[src/rtl/core/tmad_pkg.sv]
// Shared types and constants for the text markup attribute decoder.
// Used by every module in rtl/core; depends on nothing.
package tmad_pkg;

  localparam int unsigned QUEUE_DEPTH = 4;

  localparam int unsigned BYTE_W   = 8;
  localparam int unsigned SIZE_W   = 8;
  localparam int unsigned COLOUR_W = 24;
  localparam int unsigned STYLE_W  = 4;
  localparam int unsigned CFG_IDX_W  = 3;
  localparam int unsigned CFG_DATA_W = 24;
  localparam int unsigned OUT_DATA_W = 48;

  localparam logic [SIZE_W-1:0]   RST_BASE_SIZE     = 8'd14;
  localparam logic [COLOUR_W-1:0] RST_BASE_COLOUR   = 24'hFFFFFF;
  localparam logic [STYLE_W-1:0]  RST_BASE_STYLE    = 4'h0;
  localparam logic [COLOUR_W-1:0] RST_COLOUR_BAD    = 24'hFF0000;
  localparam logic [COLOUR_W-1:0] RST_COLOUR_GOOD   = 24'h00FF00;
  localparam logic [COLOUR_W-1:0] RST_COLOUR_NORMAL = 24'hFFFFFF;
  localparam logic [COLOUR_W-1:0] RST_COLOUR_BLACK  = 24'h000000;
  localparam logic [COLOUR_W-1:0] RST_COLOUR_GRAY   = 24'h808080;

  localparam logic [BYTE_W-1:0] CH_BOLD   = 8'h7E; // '~'
  localparam logic [BYTE_W-1:0] CH_INC    = 8'h2A; // '*'
  localparam logic [BYTE_W-1:0] CH_DEC    = 8'h60; // '`'
  localparam logic [BYTE_W-1:0] CH_NORMAL = 8'h7B; // '{'
  localparam logic [BYTE_W-1:0] CH_CARET  = 8'h5E; // '^'
  localparam logic [BYTE_W-1:0] CH_BLACK  = 8'h7D; // '}'
  localparam logic [BYTE_W-1:0] CH_GRAY   = 8'h7C; // '|'
  localparam logic [BYTE_W-1:0] CH_GOOD   = 8'h40; // '@'
  localparam logic [BYTE_W-1:0] CH_BAD    = 8'h23; // '#'
  localparam logic [BYTE_W-1:0] CH_OPEN   = 8'h3C; // '<'
  localparam logic [BYTE_W-1:0] CH_CLOSE  = 8'h3E; // '>'
  localparam logic [BYTE_W-1:0] CH_ESC    = 8'h5C; // backslash
  localparam logic [BYTE_W-1:0] CH_ZERO   = 8'h30;
  localparam logic [BYTE_W-1:0] CH_NINE   = 8'h39;

  typedef enum logic [CFG_IDX_W-1:0] {
    REG_BASE_SIZE     = 3'd0,
    REG_BASE_COLOUR   = 3'd1,
    REG_BASE_STYLE    = 3'd2,
    REG_COLOUR_BAD    = 3'd3,
    REG_COLOUR_GOOD   = 3'd4,
    REG_COLOUR_NORMAL = 3'd5,
    REG_COLOUR_BLACK  = 3'd6,
    REG_COLOUR_GRAY   = 3'd7
  } reg_idx_t;

  typedef enum logic [3:0] {
    K_OTHER  = 4'd0,
    K_ESC    = 4'd1,
    K_BAD    = 4'd2,
    K_GOOD   = 4'd3,
    K_NORMAL = 4'd4,
    K_BLACK  = 4'd5,
    K_GRAY   = 4'd6,
    K_INC    = 4'd7,
    K_DEC    = 4'd8,
    K_BOLD   = 4'd9,
    K_CARET  = 4'd10,
    K_OPEN   = 4'd11,
    K_CLOSE  = 4'd12,
    K_DIGIT  = 4'd13
  } kind_t;

  typedef enum logic [5:0] {
    PH_PREFIX = 6'b000001,
    PH_TEXT   = 6'b000010,
    PH_ESC    = 6'b000100,
    PH_RED    = 6'b001000,
    PH_GREEN  = 6'b010000,
    PH_BLUE   = 6'b100000
  } phase_t;

  typedef struct packed {
    kind_t             kind;
    logic [3:0]        digit;
    logic [BYTE_W-1:0] text_byte;
    logic              line_end;
  } entry_t;

  typedef struct packed {
    logic [SIZE_W-1:0]   base_size;
    logic [COLOUR_W-1:0] base_colour;
    logic [STYLE_W-1:0]  base_style;
    logic [COLOUR_W-1:0] colour_bad;
    logic [COLOUR_W-1:0] colour_good;
    logic [COLOUR_W-1:0] colour_normal;
    logic [COLOUR_W-1:0] colour_black;
    logic [COLOUR_W-1:0] colour_gray;
  } cfg_t;

endpackage

[src/rtl/core/tmad_classify.sv]
// Front end: tags each incoming byte with its markup kind.
// Depends on tmad_pkg.
module tmad_classify (
  input  logic [tmad_pkg::BYTE_W-1:0] text_byte,
  input  logic                        line_end,
  output tmad_pkg::entry_t            entry
);
  import tmad_pkg::*;

  kind_t kind;

  always_comb begin
    priority if (text_byte == CH_ESC)    kind = K_ESC;
    else if (text_byte == CH_BAD)        kind = K_BAD;
    else if (text_byte == CH_GOOD)       kind = K_GOOD;
    else if (text_byte == CH_NORMAL)     kind = K_NORMAL;
    else if (text_byte == CH_BLACK)      kind = K_BLACK;
    else if (text_byte == CH_GRAY)       kind = K_GRAY;
    else if (text_byte == CH_INC)        kind = K_INC;
    else if (text_byte == CH_DEC)        kind = K_DEC;
    else if (text_byte == CH_BOLD)       kind = K_BOLD;
    else if (text_byte == CH_CARET)      kind = K_CARET;
    else if (text_byte == CH_OPEN)       kind = K_OPEN;
    else if (text_byte == CH_CLOSE)      kind = K_CLOSE;
    else if (text_byte >= CH_ZERO && text_byte <= CH_NINE) kind = K_DIGIT;
    else                                 kind = K_OTHER;
  end

  logic [BYTE_W-1:0] digit_full;
  assign digit_full = text_byte - CH_ZERO;

  assign entry.kind      = kind;
  assign entry.digit     = digit_full[3:0];
  assign entry.text_byte = text_byte;
  assign entry.line_end  = line_end;

endmodule

[src/rtl/core/tmad_queue.sv]
// Small FIFO of classified requests between front and back end.
// Depends on tmad_pkg.
module tmad_queue #(
  parameter int unsigned DEPTH = tmad_pkg::QUEUE_DEPTH
) (
  input  logic              clk,
  input  logic              rst_n,
  input  logic              push,
  input  tmad_pkg::entry_t  push_data,
  output logic              full,
  input  logic              pop,
  output tmad_pkg::entry_t  pop_data,
  output logic              not_empty
);
  import tmad_pkg::*;

  localparam int unsigned AW = (DEPTH > 1) ? $clog2(DEPTH) : 1;
  localparam int unsigned CW = $clog2(DEPTH + 1);
  localparam logic [AW-1:0] LAST_PTR = AW'(DEPTH - 1);
  localparam logic [CW-1:0] DEPTH_C  = CW'(DEPTH);

  entry_t        mem_r [DEPTH];
  logic [AW-1:0] wr_ptr_r, wr_ptr_nxt;
  logic [AW-1:0] rd_ptr_r, rd_ptr_nxt;
  logic [CW-1:0] count_r, count_nxt;

  assign full      = (count_r == DEPTH_C);
  assign not_empty = (count_r != '0);
  assign pop_data  = mem_r[rd_ptr_r];

  always_comb begin
    wr_ptr_nxt = wr_ptr_r;
    rd_ptr_nxt = rd_ptr_r;
    count_nxt  = count_r;
    if (push) begin
      wr_ptr_nxt = (wr_ptr_r == LAST_PTR) ? '0 : wr_ptr_r + 1'b1;
    end
    if (pop) begin
      rd_ptr_nxt = (rd_ptr_r == LAST_PTR) ? '0 : rd_ptr_r + 1'b1;
    end
    if (push && !pop) begin
      count_nxt = count_r + 1'b1;
    end else if (pop && !push) begin
      count_nxt = count_r - 1'b1;
    end
  end

  always_ff @(posedge clk) begin
    if (!rst_n) begin
      wr_ptr_r <= '0;
      rd_ptr_r <= '0;
      count_r  <= '0;
    end else begin
      wr_ptr_r <= wr_ptr_nxt;
      rd_ptr_r <= rd_ptr_nxt;
      count_r  <= count_nxt;
    end
  end

  always_ff @(posedge clk) begin
    if (push) begin
      mem_r[wr_ptr_r] <= push_data;
    end
  end

endmodule

[src/rtl/core/tmad_exec.sv]
// Back end: runs the prefix state machine on classified requests and
// holds the output register. Depends on tmad_pkg.
module tmad_exec (
  input  logic                              clk,
  input  logic                              rst_n,
  input  tmad_pkg::cfg_t                    cfg,
  input  logic                              q_valid,
  input  tmad_pkg::entry_t                  q_data,
  output logic                              q_pop,
  output logic                              out_valid,
  input  logic                              out_ready,
  output logic [tmad_pkg::BYTE_W-1:0]       out_byte,
  output logic [tmad_pkg::SIZE_W-1:0]       out_size,
  output logic [tmad_pkg::COLOUR_W-1:0]     out_colour,
  output logic [tmad_pkg::STYLE_W-1:0]      out_style,
  output logic                              out_line_end
);
  import tmad_pkg::*;

  phase_t              phase_r, phase_nxt;
  logic [SIZE_W-1:0]   size_r, size_nxt;
  logic [COLOUR_W-1:0] colour_r, colour_nxt;
  logic [STYLE_W-1:0]  style_r, style_nxt;
  logic [7:0]          red_r, red_nxt;
  logic [7:0]          green_r, green_nxt;
  logic [7:0]          blue_r, blue_nxt;
  logic                out_valid_r, out_valid_nxt;
  logic [BYTE_W-1:0]   out_byte_r;
  logic [SIZE_W-1:0]   out_size_r;
  logic [COLOUR_W-1:0] out_colour_r;
  logic [STYLE_W-1:0]  out_style_r;
  logic                out_last_r;
  logic                emit;
  logic [7:0]          acc_sel, acc_new;

  assign q_pop = q_valid && (!out_valid_r || out_ready);

  always_comb begin
    unique case (phase_r)
      PH_RED:   acc_sel = red_r;
      PH_GREEN: acc_sel = green_r;
      default:  acc_sel = blue_r;
    endcase
  end

  // acc * 10 + digit, modulo 256
  assign acc_new = {acc_sel[4:0], 3'b000} + {acc_sel[6:0], 1'b0} + {4'b0000, q_data.digit};

  always_comb begin
    phase_nxt  = phase_r;
    size_nxt   = size_r;
    colour_nxt = colour_r;
    style_nxt  = style_r;
    red_nxt    = red_r;
    green_nxt  = green_r;
    blue_nxt   = blue_r;
    emit       = 1'b0;
    if (q_pop) begin
      unique case (phase_r)
        PH_PREFIX: begin
          unique case (q_data.kind)
            K_ESC:    phase_nxt = PH_ESC;
            K_BAD:    colour_nxt = cfg.colour_bad;
            K_GOOD:   colour_nxt = cfg.colour_good;
            K_NORMAL: colour_nxt = cfg.colour_normal;
            K_BLACK:  colour_nxt = cfg.colour_black;
            K_GRAY:   colour_nxt = cfg.colour_gray;
            K_INC:    size_nxt = (size_r >= 8'd253) ? 8'd255 : size_r + 8'd2;
            K_DEC:    size_nxt = (size_r <= 8'd2) ? 8'd0 : size_r - 8'd2;
            K_BOLD:   style_nxt = style_r | 4'b0001;
            K_CARET:  phase_nxt = PH_TEXT;
            K_OPEN: begin
              red_nxt   = '0;
              green_nxt = '0;
              blue_nxt  = '0;
              phase_nxt = PH_RED;
            end
            default: begin
              emit      = 1'b1;
              phase_nxt = PH_TEXT;
            end
          endcase
        end
        PH_RED, PH_GREEN, PH_BLUE: begin
          priority if (q_data.kind == K_DIGIT) begin
            if (phase_r == PH_RED) begin
              red_nxt = acc_new;
            end else if (phase_r == PH_GREEN) begin
              green_nxt = acc_new;
            end else begin
              blue_nxt = acc_new;
            end
          end else if (q_data.kind == K_CLOSE) begin
            colour_nxt = {red_r, green_r, blue_r};
            phase_nxt  = PH_PREFIX;
          end else if (phase_r == PH_RED) begin
            phase_nxt = PH_GREEN;
          end else if (phase_r == PH_GREEN) begin
            phase_nxt = PH_BLUE;
          end else begin
            phase_nxt = PH_PREFIX;
          end
        end
        default: begin
          emit      = 1'b1;
          phase_nxt = PH_TEXT;
        end
      endcase
      if (q_data.line_end) begin
        phase_nxt  = PH_PREFIX;
        size_nxt   = cfg.base_size;
        colour_nxt = cfg.base_colour;
        style_nxt  = cfg.base_style;
      end
    end
  end

  always_comb begin
    out_valid_nxt = out_valid_r && !out_ready;
    if (q_pop && emit) begin
      out_valid_nxt = 1'b1;
    end
  end

  always_ff @(posedge clk) begin
    if (!rst_n) begin
      phase_r     <= PH_PREFIX;
      size_r      <= RST_BASE_SIZE;
      colour_r    <= RST_BASE_COLOUR;
      style_r     <= RST_BASE_STYLE;
      red_r       <= '0;
      green_r     <= '0;
      blue_r      <= '0;
      out_valid_r <= 1'b0;
    end else begin
      phase_r     <= phase_nxt;
      size_r      <= size_nxt;
      colour_r    <= colour_nxt;
      style_r     <= style_nxt;
      red_r       <= red_nxt;
      green_r     <= green_nxt;
      blue_r      <= blue_nxt;
      out_valid_r <= out_valid_nxt;
    end
  end

  // payload: emitted bytes never change attributes, so current values apply
  always_ff @(posedge clk) begin
    if (q_pop && emit) begin
      out_byte_r   <= q_data.text_byte;
      out_size_r   <= size_r;
      out_colour_r <= colour_r;
      out_style_r  <= style_r;
      out_last_r   <= q_data.line_end;
    end
  end

  assign out_valid    = out_valid_r;
  assign out_byte     = out_byte_r;
  assign out_size     = out_size_r;
  assign out_colour   = out_colour_r;
  assign out_style    = out_style_r;
  assign out_line_end = out_last_r;

endmodule

[src/rtl/core/text_markup_attribute_decoder.sv]
// Top level of the text markup attribute decoder: configuration registers,
// front classifier, request queue and back-end state machine.
// Depends on tmad_pkg, tmad_classify, tmad_queue, tmad_exec.
//
// Takes one byte of a text line per cycle and decodes its markup prefix
// (size, colour, bold, <r,g,b> groups, caret, backslash escape); text bytes
// leave with the size, colour and style in force, attributes return to the
// base registers after each line end. Sustained rate is one byte per cycle:
// the classifier feeds a QUEUE_DEPTH-entry queue and the back end retires one
// request per cycle into a single output register, which keeps moving while
// out_tready is high. Prefix bytes give no output. An input request passes
// through the queue register and then the output register. in_tready drops
// only when the queue is full. Base registers take effect at the next line
// end or reset; colour registers at the next mark using them.
module text_markup_attribute_decoder #(
  parameter int unsigned QUEUE_DEPTH = tmad_pkg::QUEUE_DEPTH
) (
  input  logic                                clk,
  input  logic                                rst_n,
  input  logic                                in_tvalid,
  output logic                                in_tready,
  input  logic [7:0]                          in_tdata,   // [7:0] text_byte
  input  logic                                in_tlast,   // line_end
  output logic                                out_tvalid,
  input  logic                                out_tready,
  // [7:0] out_byte, [15:8] out_size, [39:16] out_colour, [43:40] out_style
  output logic [tmad_pkg::OUT_DATA_W-1:0]     out_tdata,
  output logic                                out_tlast,  // out_line_end
  input  logic                                cfg_we,
  input  logic [tmad_pkg::CFG_IDX_W-1:0]      cfg_addr,
  input  logic [tmad_pkg::CFG_DATA_W-1:0]     cfg_wdata
);
  import tmad_pkg::*;

  cfg_t                cfg_r;
  entry_t              front_entry;
  entry_t              q_data;
  logic                q_full, q_valid, q_pop, push;
  logic [BYTE_W-1:0]   o_byte;
  logic [SIZE_W-1:0]   o_size;
  logic [COLOUR_W-1:0] o_colour;
  logic [STYLE_W-1:0]  o_style;

  always_ff @(posedge clk) begin
    if (!rst_n) begin
      cfg_r.base_size     <= RST_BASE_SIZE;
      cfg_r.base_colour   <= RST_BASE_COLOUR;
      cfg_r.base_style    <= RST_BASE_STYLE;
      cfg_r.colour_bad    <= RST_COLOUR_BAD;
      cfg_r.colour_good   <= RST_COLOUR_GOOD;
      cfg_r.colour_normal <= RST_COLOUR_NORMAL;
      cfg_r.colour_black  <= RST_COLOUR_BLACK;
      cfg_r.colour_gray   <= RST_COLOUR_GRAY;
    end else if (cfg_we) begin
      unique case (reg_idx_t'(cfg_addr))
        REG_BASE_SIZE:     cfg_r.base_size     <= cfg_wdata[SIZE_W-1:0];
        REG_BASE_COLOUR:   cfg_r.base_colour   <= cfg_wdata[COLOUR_W-1:0];
        REG_BASE_STYLE:    cfg_r.base_style    <= cfg_wdata[STYLE_W-1:0];
        REG_COLOUR_BAD:    cfg_r.colour_bad    <= cfg_wdata[COLOUR_W-1:0];
        REG_COLOUR_GOOD:   cfg_r.colour_good   <= cfg_wdata[COLOUR_W-1:0];
        REG_COLOUR_NORMAL: cfg_r.colour_normal <= cfg_wdata[COLOUR_W-1:0];
        REG_COLOUR_BLACK:  cfg_r.colour_black  <= cfg_wdata[COLOUR_W-1:0];
        REG_COLOUR_GRAY:   cfg_r.colour_gray   <= cfg_wdata[COLOUR_W-1:0];
        default: ;
      endcase
    end
  end

  assign in_tready = !q_full;
  assign push      = in_tvalid && !q_full;

  tmad_classify u_classify (
    .text_byte (in_tdata),
    .line_end  (in_tlast),
    .entry     (front_entry)
  );

  tmad_queue #(
    .DEPTH (QUEUE_DEPTH)
  ) u_queue (
    .clk       (clk),
    .rst_n     (rst_n),
    .push      (push),
    .push_data (front_entry),
    .full      (q_full),
    .pop       (q_pop),
    .pop_data  (q_data),
    .not_empty (q_valid)
  );

  tmad_exec u_exec (
    .clk          (clk),
    .rst_n        (rst_n),
    .cfg          (cfg_r),
    .q_valid      (q_valid),
    .q_data       (q_data),
    .q_pop        (q_pop),
    .out_valid    (out_tvalid),
    .out_ready    (out_tready),
    .out_byte     (o_byte),
    .out_size     (o_size),
    .out_colour   (o_colour),
    .out_style    (o_style),
    .out_line_end (out_tlast)
  );

  assign out_tdata = {4'b0000, o_style, o_colour, o_size, o_byte};

endmodule

[config.mk]
export PLATFORM = sky130hd
export DESIGN_NAME = text_markup_attribute_decoder
export DESIGN_NICKNAME = d
export VERILOG_FILES = /design/src/rtl/core/tmad_pkg.sv /design/src/rtl/core/tmad_classify.sv /design/src/rtl/core/tmad_queue.sv /design/src/rtl/core/tmad_exec.sv /design/src/rtl/core/text_markup_attribute_decoder.sv
export SDC_FILE = /design/constraint.sdc
export NUM_CORES = 1
export LEC_CHECK = 0
export BUFFER_PORTS_ARGS = -buffer_cell sky130_fd_sc_hd__buf_2
export CAP_MARGIN = 30
export CORE_AREA = 5 5 156 158
export CTS_CLUSTER_DIAMETER = 60
export DETAILED_ROUTE_END_ITERATION = 16
export DIE_AREA = 0 0 161 163
export GPL_TIMING_DRIVEN = 0
export MAX_ROUTING_LAYER = met4
export PLACE_DENSITY = 0.92
export RECOVER_POWER = 50
export SYNTH_ARGS = -nofsm -noshare
export SYNTH_HDL_FRONTEND = slang
export SYNTH_SLANG_ARGS = --single-unit
export TNS_END_PERCENT = 5
[constraint.sdc]
create_clock -name clk -period 10.5 [get_ports clk]
set_input_delay 2.625 -clock clk [delete_from_list [all_inputs] [get_ports clk]]
set_output_delay 2.625 -clock clk [all_outputs]
set_load 0.01 [all_outputs]
* Word level (Yosys, flattened, before mapping)
Memories as Yosys holds them, arrays and structs flattened. A register that Yosys moved wholly into a read port is not among the register bits.
Cells that the tools add are included.
** Storage, ports and cells
- Output and inout port bits :: 51
- Word-level logic and storage cells :: 186
- Input port bits :: 41
- Bits in writable memories :: 68
- Register bits :: 275
- Memories kept :: 1
** Memories
- u_queue.mem_r :: depth 4, width 17, read ports 1, clocked after Yosys merged registers in 1, write ports 1, RTL line tmad_queue.sv:22 : entry_t mem_r [DEPTH];
** Cells by class
- Reduce and logical (&&, ||, !) cells :: 40
- Add/sub/neg operators :: 9
- Order comparisons :: 4
- Eq/ne operators :: 49
- Muxes and demuxes :: 58
** Operator list (count)
- case mux 24 bit (5 select lines) :: 1
- 2-to-1 mux 8 bit :: 13
- 2-to-1 mux 24 bit :: 3
- equality test 8 x 7 -> 1 bit (second input constant) :: 8
- case mux 8 bit (2 select lines) :: 4
- 2-to-1 mux 4 bit :: 15
- case mux 24 bit (2 select lines) :: 1
- equality test 8 x 6 -> 1 bit (second input constant) :: 4
- 2-to-1 mux 6 bit :: 5
- equality test 4 bit (second input constant) :: 6
- case mux 6 bit (3 select lines) :: 1
- AND reduction 2 bit :: 9
- equality test 4 x 3 -> 1 bit (second input constant) :: 4
- equality test 3 bit (second input constant) :: 5
- case mux 7 bit (2 select lines) :: 1
- case mux 6 bit (2 select lines) :: 1
- AND reduction 6 bit :: 2
- OR reduction 11 bit :: 1
- AND reduction 5 bit :: 2
- AND reduction 3 bit :: 3
- nonzero test 3 bit :: 3
- adder 8 x 2 -> 8 bit (second input constant) :: 1
- adder 8 x 4 -> 8 bit :: 1
- adder 8 bit :: 1
- other kinds (34) :: 65

* Depth between registers and ports, before layout
- Depth after elaboration :: 15
- Depth in mapped cells :: 16
- Gate-level depth less buffers :: 14

* By module
From an unflattened synthesis, not the netlist that was laid out.
** Second synthesis, totals
- Cell total of the unflattened synthesis :: 1421
- Area, all modules :: 15620.0 um2
** By module, submodules not included
- tmad_exec :: instances 1, cells each 651, area each 6194.7 um2, seq. area each 2692.6 um2
- text_markup_attribute_decoder :: instances 1, cells each 577, area each 6054.6 um2, seq. area each 3123.0 um2
- tmad_queue :: instances 1, cells each 133, area each 2951.6 um2, seq. area each 2222.1 um2
- tmad_classify :: instances 1, cells each 60, area each 419.2 um2, seq. area each 0.0 um2

* Worst setup path after synthesis
OpenSTA, ideal clock, no wires.
- Kind :: in2reg
- From :: in out_tready
- To :: reg u_exec.out_byte_r[0], in the netlist u_exec.out_byte[0] (enable)
- Stages on the path :: 4
- Data arrival time :: 6.632 ns
- Slack :: 3.336 ns
- Required time :: 9.968 ns
- Buffers on the path :: 0
- Setup time :: 0.532 ns
- Cells stage by stage :: nor2b_1 -> nor2_1 -> clkinv_1 -> a311oi_1
** On the way
- Cells in the longest elaborated chain, start to end :: 4
** RTL lines
- start, declared :: RTL line text_markup_attribute_decoder.sv:25 : input logic out_tready,
- logical OR 1 bit * :: RTL line tmad_exec.sv:36 : assign q_pop = q_valid && (!out_valid_r || out_ready);
- logical AND 1 bit * :: RTL line tmad_exec.sv:36
- 2-to-1 mux 1 bit :: RTL line tmad_exec.sv:58 : if (q_pop) begin
- logical AND 1 bit * :: RTL line tmad_exec.sv:149 : if (q_pop && emit) begin
- end signal, assigned :: RTL line tmad_exec.sv:150 : out_byte_r <= q_data.text_byte;
- end, declared :: RTL line tmad_exec.sv:28 : logic [BYTE_W-1:0] out_byte_r;
Mark *: on every way between the ends. The rest lies on a longest branch, timed or not.
A chain may end at the register's enable or synchronous reset.

* Worst setup path in the final report
- From :: in out_tready
- To :: reg u_exec.out_colour_r[10], in the netlist u_exec.out_colour[10] (enable)
** On the way
- Cells in the longest elaborated chain, start to end :: 4
** RTL lines
- logical OR 1 bit * :: RTL line tmad_exec.sv:36
- logical AND 1 bit * :: RTL line tmad_exec.sv:36
- 2-to-1 mux 1 bit :: RTL line tmad_exec.sv:58
- logical AND 1 bit * :: RTL line tmad_exec.sv:149
- end signal, assigned :: RTL line tmad_exec.sv:152 : out_colour_r <= colour_r;
- end, declared :: RTL line tmad_exec.sv:30 : logic [COLOUR_W-1:0] out_colour_r;
Marked as above.

==> flow_summary_export.csv <==
group,metric,value,unit
floorplan,start_util,0.633,
detailed_routing,num_vias,12936,
cts,clk-insertion-delay-late,0.52,ns
cts,root_buffer,"clkbuf_16",
setup_path,crit_fanout,20,
detailed_routing,avgViaCountPerCell,6.39,
timing,rsz0062_at_grt,"false",
yosys,synth_top_area_share,0.319,
cts,hold_buffers,0,
cts,cts_tree,"yes",
grt,grt_max_degree,21,
cts,numCtsBuffers,34,
timing,fin_crit_sh,0.438,
worst_hold_path,min-delay-start,"u_exec.size_r[5]",
yosys,synth_ff_type,"dfxtp_1",
cts,htreeDepth,2,
yosys,synth_fa_ha_area_frac,0.0196,
cts,cts.sinks,329,
place,dp_hpwl,29.9,mm
yosys,synth.ff_latch_count,329,
yosys,yosysSeqAreaShare,0.519,
detailed_routing,first_pass_iters,8,
detailed_routing,drt-wirelength-per-cell,21.0,um
timing,worst-slew-pin-transition,0.979,ns
grt,track_usage,0.326,
timing,fmax,0.218,GHz
yosys,synthMuxAreaShare,0.0526,
place,port_buffers,80,
power_and_ir_drop,cellPowerDensity,258,nW/um^2
cts,cts_resized,0,
yosys,yosysWarnings,0,
timing,min_period,4.60,ns
floorplan,fp.dieW,161,um
timing,setup_viol,0,
yosys,yosysTopAreaCell,"dfxtp_1",
power_and_ir_drop,peakVddDrop,0.000155,V
floorplan,placementRows,56,
floorplan,dieHeight,163,um
setup_path,critPathKind,"in -> reg",
grt,grt_pass1_wl,66.2,mm
detailed_routing,detail-route-antenna-nets,0,
yosys,syn-instance-count,1589,
grt,grt_pass1_vias,12221,
setup_path,critPathLaunch,"out_tready",
detailed_routing,drt_drc_violations_left,0,
yosys,synth_compound_area_frac,0.142,
setup_path,crit_arrival,4.82,ns
detailed_routing,totalWireLength,42.5,mm
timing,slew_viol_final,0,
place,globalplace.congestion,1.05,
timing,finalHoldViolCount,0,
cts,clk_pin_slew,0.06,ns
yosys,yosys.cell_types.count,70,
cts,clk_path_buf_depth,3,
timing,skew,0.0178,ns
finish,nets,1772,
timing,setup_slack,5.90,ns
yosys,synthSimpleGateAreaFrac,0.215,
setup_path,endpoint_kind,"register",
timing,fin_tns_setup,0,ns
setup_path,r2r_cells,8,
floorplan,coreArea,23000,sq um
timing,relSlewSlack,0.348,
yosys,synth_top_family_by_area,"simple AND/OR/NAND/NOR gates",
setup_path,required,10.72,ns
detailed_routing,dr.first_iter.drc_count,1997,
job,maxCapViolations,0,
worst_hold_path,holdCritPathClass,"reg -> reg",
finish,drive_above_1_share,0.0721,
cts,cts_setup_buffers,0,
yosys,syn_avg_cell_area,9.16,sq um
finish,stdcell_count,2024,
yosys,synth-xor-area-share,0.00877,
yosys,async_reset_ff_frac,0,
yosys,synth_edf_count,97,
finish,area_growth,12.5,%
yosys,yosys-top-cells-area,"dfxtp_1 32%, edfxtp_1 20%, nand2_1 10%",
yosys,synth_area,14600,sq um
finish,antenna_cells,0,
worst_hold_path,whs_path_depth,0,
outcome,status,"complete, no violations",
setup_path,worstSetupStartpointType,"input port",
grt,grt-ovfl-total,0,
grt,antenna_found_initial,0,
power_and_ir_drop,p_leak,6.18,nW
floorplan,ioPinCount,92,
floorplan,dieArea,26200,sq um
place,dp_worst_setup_slack,5.42,ns
place,dp_cells,1964,
[registers in the layout, indices dropped and copies added, names as in the netlist, named ones only]
register and cells:
cfg_r 156, u_exec.blue_r 8, u_exec.colour_r 24, u_exec.green_r 8, u_exec.out_byte 8, u_exec.out_colour 24, u_exec.out_line_end 1, u_exec.out_size 8
u_exec.out_style 4, u_exec.out_valid 1, u_exec.phase_r 6, u_exec.red_r 8, u_exec.size_r 8, u_exec.style_r 4, u_queue.count_r 3, u_queue.mem_r 52
u_queue.rd_ptr_r 2, u_queue.wr_ptr_r 2
[metrics by stage]
| step | cell area (sq um) | util | power (mW) | hold WS, ns |
|---|---|---|---|---|
| after global placement | 15300 | 0.667 | 2.98 | 0.411 |
| after global routing | 16400 | 0.713 | 4.39 | 0.447 |
| after CTS | 16500 | 0.717 | 4.20 | 0.429 |
| final | 16400 | 0.713 | 4.22 | 0.426 |
| after floorplan | 14600 | - | 2.58 | 0.406 |
| after detailed placement | 15400 | 0.669 | 3.03 | 0.415 |
[final timing paths]
check                          end  slack (ns)
max          u_exec.out_colour[10]        5.90
min             u_exec.out_size[5]        0.43
max reg2reg  u_exec.out_colour[10]        6.24
min reg2reg     u_exec.out_size[5]        0.43
[cell usage after synthesis, types with 24 or more instances]
master / instances
o22a_1: 24
o32a_1: 24
nor2_1: 52
a21oi_1: 131
edfxtp_1: 97
o21ai_0: 59
mux2i_1: 45
a31oi_1: 29
nand3_1: 131
dfxtp_1: 232
nand2_1: 392
clkbuf_1: 89
[power breakdown]
| group | internal [mW] | total, mW | switching [mW] |
|---|---|---|---|
| clock network | 0.677 | 1.18 | 0.505 |
| registers | 1.54 | 1.63 | 0.0863 |
| logic | 0.466 | 1.42 | 0.950 |
| total | 2.68 | 4.22 | 1.54 |
[layout by cell type (no fill, tap or decap), types with 30 or more instances in the layout]
cell / instances
o21ai_0: 59
nand3_1: 131
edfxtp_1: 97
nand2_1: 392
a31oi_1: 30
buf_2: 36
clkbuf_1: 158
clkbuf_16: 34
nor2_1: 52
a21oi_1: 131
mux2i_1: 45
dfxtp_1: 232
[cell families after synthesis]
| kind of cell | Yosys count |
|---|---|
| compound gates | 327 |
| xor+xnor | 13 |
| fa+ha+maj | 21 |
| buf+inv | 147 |
| flops | 329 |
| mux | 61 |
| other cells | 1 |
| simple gates | 690 |
[critical path: stages]
cell and delay [ns]:
buf_2 0.08, nor2b_1 0.05, nor2_1 0.32, clkinv_1 0.38, a311oi_4 0.89, buf_8 0.27, buf_8 0.20
[routing by layer]
metal  wire length [um]  vias up  track usage
li1                   -     5885            -
met1              16700     6091        0.431
met2              18900      815        0.493
met3               4950      145       0.0673
met4               1980        0        0.140
met5                  0        -            -
[final cells by class]
type	instances	area (sq um)
Clock buffer	48	973
Inverter	21	78.8
Sequential cell	329	7560
Clock inverter	12	113
Fill cell	1678	6600
Tap cell	290	363
Multi-Input combinational cell	1116	6410
Timing Repair Buffer	82	359
Buffer	126	523
Note: power is estimated with default switching activity, not from simulation.
